--- src/hdl/fpll_div.sv ---
// Bit-serial restoring divider, one quotient bit per cycle.
// Depends on nothing but its parameters.
`timescale 1ns / 1ps
`default_nettype none
module fpll_div #(
   parameter int NUM_W = 50,
   parameter int DEN_W = 40
) (
   input  wire logic             clock,
   input  wire logic             reset,
   input  wire logic             start,
   input  wire logic [NUM_W-1:0] num,
   input  wire logic [DEN_W-1:0] den,
   output logic                  busy,
   output logic                  done,
   output logic [NUM_W-1:0]      quot,
   output logic [DEN_W-1:0]      rem
);

   localparam int CNT_W = $clog2(NUM_W + 1);

   logic             busy_ff, busy_in;
   logic             done_ff, done_in;
   logic             zero_ff, zero_in;
   logic [CNT_W-1:0] cnt_ff, cnt_in;
   logic [NUM_W-1:0] q_ff, q_in;
   logic [DEN_W-1:0] r_ff, r_in;
   logic [DEN_W-1:0] d_ff, d_in;
   logic [DEN_W:0]   trial;
   logic             fits;

   // One trial subtraction a cycle
   assign trial = {r_ff, q_ff[NUM_W-1]};
   assign fits  = trial >= {1'b0, d_ff};

   always_comb begin
      busy_in = busy_ff;
      done_in = 1'b0;
      zero_in = zero_ff;
      cnt_in  = cnt_ff;
      q_in    = q_ff;
      r_in    = r_ff;
      d_in    = d_ff;
      if (start && !busy_ff) begin
         busy_in = 1'b1;
         zero_in = (den == '0);
         cnt_in  = CNT_W'(NUM_W);
         q_in    = num;
         r_in    = '0;
         d_in    = den;
      end else if (busy_ff) begin
         r_in   = fits ? DEN_W'(trial - {1'b0, d_ff}) : trial[DEN_W-1:0];
         q_in   = {q_ff[NUM_W-2:0], fits};
         cnt_in = cnt_ff - 1'b1;
         if (cnt_ff == CNT_W'(1)) begin
            busy_in = 1'b0;
            done_in = 1'b1;
         end
      end
   end

   always_ff @(posedge clock) begin
      if (reset) begin
         busy_ff <= 1'b0;
         done_ff <= 1'b0;
         cnt_ff  <= '0;
      end else begin
         busy_ff <= busy_in;
         done_ff <= done_in;
         cnt_ff  <= cnt_in;
      end
      zero_ff <= zero_in;
      q_ff    <= q_in;
      r_ff    <= r_in;
      d_ff    <= d_in;
   end

   // Division by zero gives zero quotient and remainder
   assign busy = busy_ff;
   assign done = done_ff;
   assign quot = zero_ff ? '0 : q_ff;
   assign rem  = zero_ff ? '0 : r_ff;

`ifndef SYNTHESIS
   a_done_idle : assert property (@(posedge clock) disable iff (reset)
      done_ff |-> !busy_ff) else $error("divider done while busy");
   a_rem_bound : assert property (@(posedge clock) disable iff (reset)
      done_ff && !zero_ff |-> r_ff < d_ff) else $error("remainder not below divisor");
   a_cnt_load : assert property (@(posedge clock) disable iff (reset)
      $rose(busy_ff) |-> cnt_ff == CNT_W'(NUM_W)) else $error("bad bit count");
`endif

endmodule
`default_nettype wire

--- config.mk ---
export PLATFORM = sky130hd
export DESIGN_NAME = fpll_div
export DESIGN_NICKNAME = d
export VERILOG_FILES = /design/src/hdl/fpll_div.sv
export SDC_FILE = /design/constraint.sdc
export NUM_CORES = 1
export LEC_CHECK = 0
export BUFFER_PORTS_ARGS = -buffer_cell sky130_fd_sc_hd__buf_2
export CELL_PAD_IN_SITES_DETAIL_PLACEMENT = 0
export CELL_PAD_IN_SITES_GLOBAL_PLACEMENT = 1
export CORE_MARGIN = 5
export CORE_UTILIZATION = 42
export DETAILED_ROUTE_END_ITERATION = 6
export PLACE_DENSITY = 0.85
export SLEW_MARGIN = 0
export SYNTH_ARGS = -nofsm -noshare
export SYNTH_HDL_FRONTEND = slang
export SYNTH_SLANG_ARGS = --single-unit
--- constraint.sdc ---
create_clock -name clock -period 3.85 [get_ports clock]
set_input_delay 0.77 -clock clock [delete_from_list [all_inputs] [get_ports clock]]
set_output_delay 0.77 -clock clock [all_outputs]
set_load 0.005 [all_outputs]
==> summary.txt, run 1 <==
Status
  • Outcome: finished clean

Drt
  • Total Routed Length: 21,900 µm
  • TritonRoute pass-1 iters: 5
  • Vias: 6,814
  • Iter 0 DRT Violations: a little under 400
  • Post-DRT Antenna Nets: 0
  • DRC viols: 0
  • Vias/cell: 5.31
  • Avg WL per Cell: roughly 17 µm

Global routing
  • Initial antenna violation count: 3
  • Vias in the first global route: ~6,900
  • Largest net degree at the start of global routing: 69
  • Grt ovf: 0
  • Global-route wire length before repair: 34,900 µm
  • Total GRT Usage: 0.193

Logic synthesis
  • Register bit total from synthesis: 139
  • Syn nets: 980
  • Syn. warnings: 0
  • Synth top cells by count: nor2b_1 (94), edfxtp_1 (91), nand2_1 (62)
  • Mean post-synth cell area: 9.97 µm²
  • Synth area leader: edfxtp_1
  • Largest cells by area after synthesis: edfxtp_1 (32%), dfxtp_1 (11%), nor2b_1 (7.0%), mux2_2 (6.7%), ha_1 (6.2%)
  • Count leader, synth: nor2b_1
  • Post-synth ARST share: 0
  • Post-synth EDFFs: 91
  • Seq/Total Area, Yosys: 0.439
  • Post-synth top area share: 0.325
  • Synth Instances: 844
  • Mapped Area: 8410 µm²
  • Top_reg_cell synth: edfxtp_1
  • Synth cell types: 65

STA
  • Final setup fails: 0
  • Final Skew: 0.0120 ns
  • Hold Worst Slack: 0.490 ns
  • Final Hold Fails: 0
  • Slew @ Worst Pin: approximately 1.1 ns
  • Setup ws final: 0.798 ns
  • Max Fclk: 0.328 GHz
  • Fin. max-slew vios: 0
  • Fin crit period: 3.05 ns
  • Max transition margin: 0.266
  • Final period utilization: 0.793
  • Setup_tns: 0 ns
  • RSZ-0062 raised after global routing: false

CTS
  • CTS buffer count: 17
  • CTS root buffer: clkbuf_16
  • Post-CTS setup buffer count: 0
  • Hold_buf cts: 0
  • CTS max path bufs: 2
  • CTS tree: yes
  • Post-CTS sizing: 0
  • Clock sink total: 139
  • CTS clk-pin slew, worst paths: 0.06 ns
  • CTS H-Tree Depth: 4
  • Clk_lat worst skew: 0.43 ns

Die
  • # IOs: 185
  • Initial Util: 0.429
  • Die W: approximately 150 µm
  • FP Rows: 51
  • Die area: between 20,000 and 25,000 µm²
  • Die Y-Extent: 152 µm
  • CORE AREA: 19,600 µm²

Power and ir drop
  • Leak Pwr: 4.48 nW
  • Cell Pwr Density: 393 nW/µm²
  • Tot Pwr: between 3 and 4 mW
  • Max IR drop VDD: between 0.3 and 0.4 mV

Placed design
  • I/O Buffers: 184
  • Place WS: 0.765 ns
  • RePlAce Congestion: ~0.84
  • Hpwl dp: 16,100 µm
  • Placed cell area: 9530 µm²

Setup path
  • R2R Path End: r_ff[31]$_SDFFE_PP0P_
  • Beginning of the critical path: d_ff[1]$_DFFE_PP_
  • R2R Setup Slk: roughly 0.8 ns
  • Worst-path maximum fanout: 39
  • CP Capture Type: register
  • Crit path arrival time: 3.35 ns
  • R2R depth: 12
  • Crit path required time: 4.15 ns
  • Crit path to: r_ff[31]$_SDFFE_PP0P_
  • Crit Path Class: register to register
  • Startpoint class of the critical path: register
  • R2R Path Start: d_ff[1]$_DFFE_PP_

Layout
  • Layout cells sized above 1: 0.285
  • # diodes: 0
  • Fin nets: 1,141
  • Reg area: 3690 µm²
  • Filler cell count: 1,827
  • Design area: 10,100 µm²
  • Multi-input gate area: 4320 µm²
  • Area grow syn2layout: 20.5%

Job
  • Total of max-cap violations: 0

Hold path
  • Min-delay worst type: register to register
  • Hold Path Stages: 1
[metrics by stage]
stage                      util  std cells
after floorplan               -        844
after global placement    0.486       1251
after detailed placement  0.486       1251
after CTS                 0.517       1283
after global routing      0.517       1283
final                     0.517       1283
[state kept, by name (all words and copies together) (netlist names)]
name and cells:
q_ff 50, busy 1, d_ff 40, cnt_ff 6
done 1, r_ff 40, zero_ff 1
[worst max-delay path, stage by stage, from the launching register on]
cell	delay [ns]
edfxtp_1	0.42
inv_1	0.08
ha_1	0.23
nor2b_1	0.14
o2111ai_1	0.22
a21boi_1	0.18
a41o_1	0.33
a31oi_2	0.25
a21oi_2	0.11
o21ai_4	0.17
buf_4	0.37
nand2b_1	0.30
o21ai_0	0.12
[cell families (layout without fill, tap and decap cells)]
group / Yosys count / in the layout / share of synthesized area
mux: 52 / 52 / 0.0699
simple gates: 257 / 257 / 0.169
flops: 139 / 139 / 0.439
xor+xnor: 39 / 39 / 0.0406
compound gates: 215 / 215 / 0.167
fa+ha+maj: 43 / 43 / 0.0649
buf+inv: 99 / 273 / 0.0491
[layout by cell type (no fill, tap or decap), types with 3 or more instances in the layout]
cell type / instances
o211ai_1: 3
inv_1: 47
clkbuf_16: 17
xor2_1: 20
nor2b_1: 93
inv_8: 6
a31oi_1: 5
and3_1: 7
nand2_1: 62
a21o_1: 25
o21bai_1: 6
o21ai_0: 37
a211oi_1: 6
a21oi_1: 46
nor4_1: 12
nand2b_1: 9
a32oi_1: 6
mux2_2: 50
edfxtp_1: 91
ha_1: 42
dfxtp_1: 47
nand4_1: 11
nor2_1: 18
buf_2: 184
clkinv_4: 5
nor3b_1: 8
buf_4: 8
o21ai_1: 30
a22o_1: 26
xnor2_1: 19
nor3_1: 12
nand3_1: 12
nand3b_1: 3
o21a_1: 3
[metal layers]
metal / share of wire / up-vias / global-route usage
li1: - / 3379 / -
met1: 0.44 / 3185 / 0.248
met2: 0.45 / 206 / 0.304
met3: 0.086 / 38 / 0.0720
met4: 0.021 / 6 / 0.0593
met5: 0.0016 / - / 0
[how the worst min path moves through the flow]
stage	slack, ns	to	startpoint
3_3_place_gp	0.48	cnt_ff[5]$_SDFFE_PP0P_	cnt_ff[5]$_SDFFE_PP0P_
5_1_grt	0.51	d_ff[39]$_DFFE_PP_	den[39]
3_5_place_dp	0.48	cnt_ff[5]$_SDFFE_PP0P_	cnt_ff[5]$_SDFFE_PP0P_
6_report	0.49	cnt_ff[5]$_SDFFE_PP0P_	cnt_ff[5]$_SDFFE_PP0P_
4_1_cts	0.49	cnt_ff[5]$_SDFFE_PP0P_	cnt_ff[5]$_SDFFE_PP0P_
2_1_floorplan	0.46	cnt_ff[5]$_SDFFE_PP0P_	cnt_ff[5]$_SDFFE_PP0P_
[power breakdown]
part | switching, mW | internal [mW] | total [mW]
logic | 0.266 | 0.239 | 0.505
clock network | 0.719 | 0.982 | 1.70
registers | 0.0560 | 1.72 | 1.78
total | 1.04 | 2.94 | 3.98
[area by class of cell]
cell class | instances | share of cell area
clock inverters | 15 | 0.0180
well taps | 265 | 0.0327
repair buffers | 193 | 0.0987
clock buffers | 17 | 0.0420
multi-input cells | 606 | 0.426
inverters | 48 | 0.0178
flip-flops and latches | 139 | 0.364
Power figures use the tool's default switching activity.
==> run 2: changes to the inputs <==
--- a/config.mk
+++ b/config.mk
@@ -9,9 +9,9 @@
 export CELL_PAD_IN_SITES_DETAIL_PLACEMENT = 0
 export CELL_PAD_IN_SITES_GLOBAL_PLACEMENT = 1
 export CORE_MARGIN = 5
-export CORE_UTILIZATION = 42
+export CORE_UTILIZATION = 38
 export DETAILED_ROUTE_END_ITERATION = 6
-export PLACE_DENSITY = 0.85
+export PLACE_DENSITY = 0.81
 export SLEW_MARGIN = 0
 export SYNTH_ARGS = -nofsm -noshare
 export SYNTH_HDL_FRONTEND = slang
==> constraint.sdc (replaced) <==
create_clock -name clock -period 2.58 [get_ports clock]
set_input_delay 0.516 -clock clock [delete_from_list [all_inputs] [get_ports clock]]
set_output_delay 0.516 -clock clock [all_outputs]
set_load 0.005 [all_outputs]
==> summary.txt, run 2 (synthesis results as in run 1) <==
Status
  • Outcome: finished, violations left
  • Failing checks: setup timing

CTS
  • Clock sink total: 139
  • CTS clk-pin slew, worst paths: 0.07 ns
  • CTS max path bufs: 2
  • Clk_lat worst skew: 0.43 ns
  • CTS buffer count: 17
  • CTS tree: yes
  • CTS root buffer: clkbuf_16
  • CTS H-Tree Depth: 4

Die
  • Die W: 159 µm
  • Die Y-Extent: around 160 µm
  • CORE AREA: approximately 22,000 µm²
  • Initial Util: 0.385
  • # IOs: 185
  • Die area: 25,200 µm²
  • FP Rows: 54

Layout
  • Biggest regs: q_ff: 50 flops, d_ff: 40 flops, r_ff: 40 flops
  • Most common cell after layout, fill and taps aside: buf_2
  • Post-Layout Cell Count: 1,443
  • Largest register FFs: 50
  • Top reg by flops: q_ff
  • Layout cells sized above 1: 0.452
  • Design area: roughly 12,000 µm²
  • Area grow syn2layout: 42.1%
  • Post-layout util: 0.548
  • Commonest non-fill, non-tap cells in the layout: buf_2 (184), buf_4 (130), nor2b_1 (91), edfxtp_1 (91), mux2_2 (49)
  • Fin nets: 1,285
  • Filler cell count: 1,951

Setup path
  • Slowest cell on the critical path: or4_4
  • CP Cell Sequence: inv_1 -> ha_1 -> nand2_1 -> or4_4 -> nor4_4 -> a31oi_2 -> a21oi_2 -> o21ai_4 -> buf_8 -> buf_6 -> buf_8 -> a32oi_2 -> o21ai_1
  • CP most frequent cell: buf_8
  • Crit path required time: 2.89 ns
  • Startpoint class of the critical path: register
  • Crit path arrival time: 3.05 ns
  • Worst-path maximum fanout: 5
  • CP bufs+invs: 4
  • Max stage delay on crit path: 0.53 ns
  • Critical path's top delay family: simple AND/OR/NAND/NOR gates
  • Crit Path Class: register to register
  • CP Capture Type: register

Power and ir drop
  • Cell Pwr Density: just over 500 nW/µm²
  • Max IR drop VDD: 0.414 mV
  • Leak Pwr: between 5 and 6 nW

Placed design
  • Place WS: -0.241 ns
  • Hpwl dp: 18,600 µm
  • Placed cell area: 10,600 µm²
  • Placed instance count: 1,389
  • I/O Buffers: 184
  • RePlAce Congestion: 0.879

Drt
  • Top Layer Used: met5
  • Vias/cell: 5.14
  • Avg WL per Cell: 17.4 µm
  • Iter 0 DRT Violations: 380
  • TritonRoute pass-1 iters: 6
  • Vias: roughly 7,400
  • Post-DRT Antenna Nets: 0
  • DR WL met3: 2220 µm
  • DRC viols: 0
  • Met2 Wirelength: 11,800 µm
  • Total Routed Length: between 20,000 and 30,000 µm
  • Met1 wire length: 10,600 µm

STA
  • Fin. max-slew vios: 0
  • Final Skew: roughly 0.015 ns
  • Fin crit period: 2.75 ns
  • Max Fclk: between 0.3 and 0.4 GHz
  • Setup ws final: -0.169 ns
  • Final period utilization: 1.07
  • Slew @ Worst Pin: 0.476 ns
  • Max transition margin: 0.680
  • Final Hold Fails: 0
  • Hold Worst Slack: 0.271 ns
  • RSZ-0062 raised after global routing: true
  • Final setup fails: 41

Hold path
  • Min-delay worst type: primary input to register

Global routing
  • Largest net degree at the start of global routing: 75
  • Total GRT Usage: 0.194
  • Vias in the first global route: between 7,000 and 8,000
  • Initial antenna violation count: 7
  • Grt ovf: 0
  • Global-route wire length before repair: 40,400 µm

Job
  • Total of max-cap violations: 0
[run 2: changes by cell type in the layout (fill, tap and decap cells not counted), moves of 9 or more]
cell / change
o21ai_0: -14
ha_1: -10
nand2_2: +14
buf_4: +122
ha_4: +9
nand2_4: +10
o21ai_2: +18
nand2_1: -24
[run 2: power by group]
group / leakage [nW] / internal (mW) / switching, mW
clock: 0.291 / 1.46 / 1.08
sequential: 1.28 / 2.57 / 0.0850
combinational: 3.80 / 0.469 / 0.461
total: 5.38 / 4.50 / 1.63
[run 2: final cells by class]
cell class                 instances  area [µm²]  share of cell area
sequential                       139        3700               0.309
tap                              280         350              0.0293
timing repair buffer             337        2310               0.193
antenna                            1        2.50            0.000209
multi-input combinational        606        4810               0.402
clock inverter                    15         175              0.0147
inverter                          48         180              0.0151
clock buffer                      17         425              0.0356
[run 2: worst paths after layout]
| kind | from | end | slack, ns | cells after the start |
|---|---|---|---|---|
| setup reg to reg | d_ff[19]$_DFFE_PP_ | r_ff[36]$_SDFFE_PP0P_ | -0.17 | 13 |
| hold reg to reg | cnt_ff[5]$_SDFFE_PP0P_ | cnt_ff[5]$_SDFFE_PP0P_ | 0.49 | 1 |
| hold / removal | den[32] | d_ff[32]$_DFFE_PP_ | 0.27 | 1 |
| setup / recovery | d_ff[19]$_DFFE_PP_ | r_ff[36]$_SDFFE_PP0P_ | -0.17 | 13 |
[run 2: what timing repair did]
action / 4_1_cts / 5_1_grt
resized for setup: 73 / 67
pin swaps: 23 / 40
cloned: 4 / 2
hold buffers: 0 / 0
buffers inserted: 11 / 6
setup endpoints to repair: 41 / 41
[run 2: stage by stage]
step / total power [mW] / TNS, ns
5_1_grt: 6.38 / -8.67
2_1_floorplan: 3.16 / 0
3_5_place_dp: 3.57 / -5.33
4_1_cts: 6.16 / -4.68
6_report: 6.13 / -3.79
3_3_place_gp: 3.55 / -4.35
[run 2: layer usage]
metal  vias to the layer above  global-route usage
li1                       3661                   -
met1                      3469               0.234
met2                       238               0.318
met3                        45              0.0785
met4                        10              0.0626
met5                         -                   0
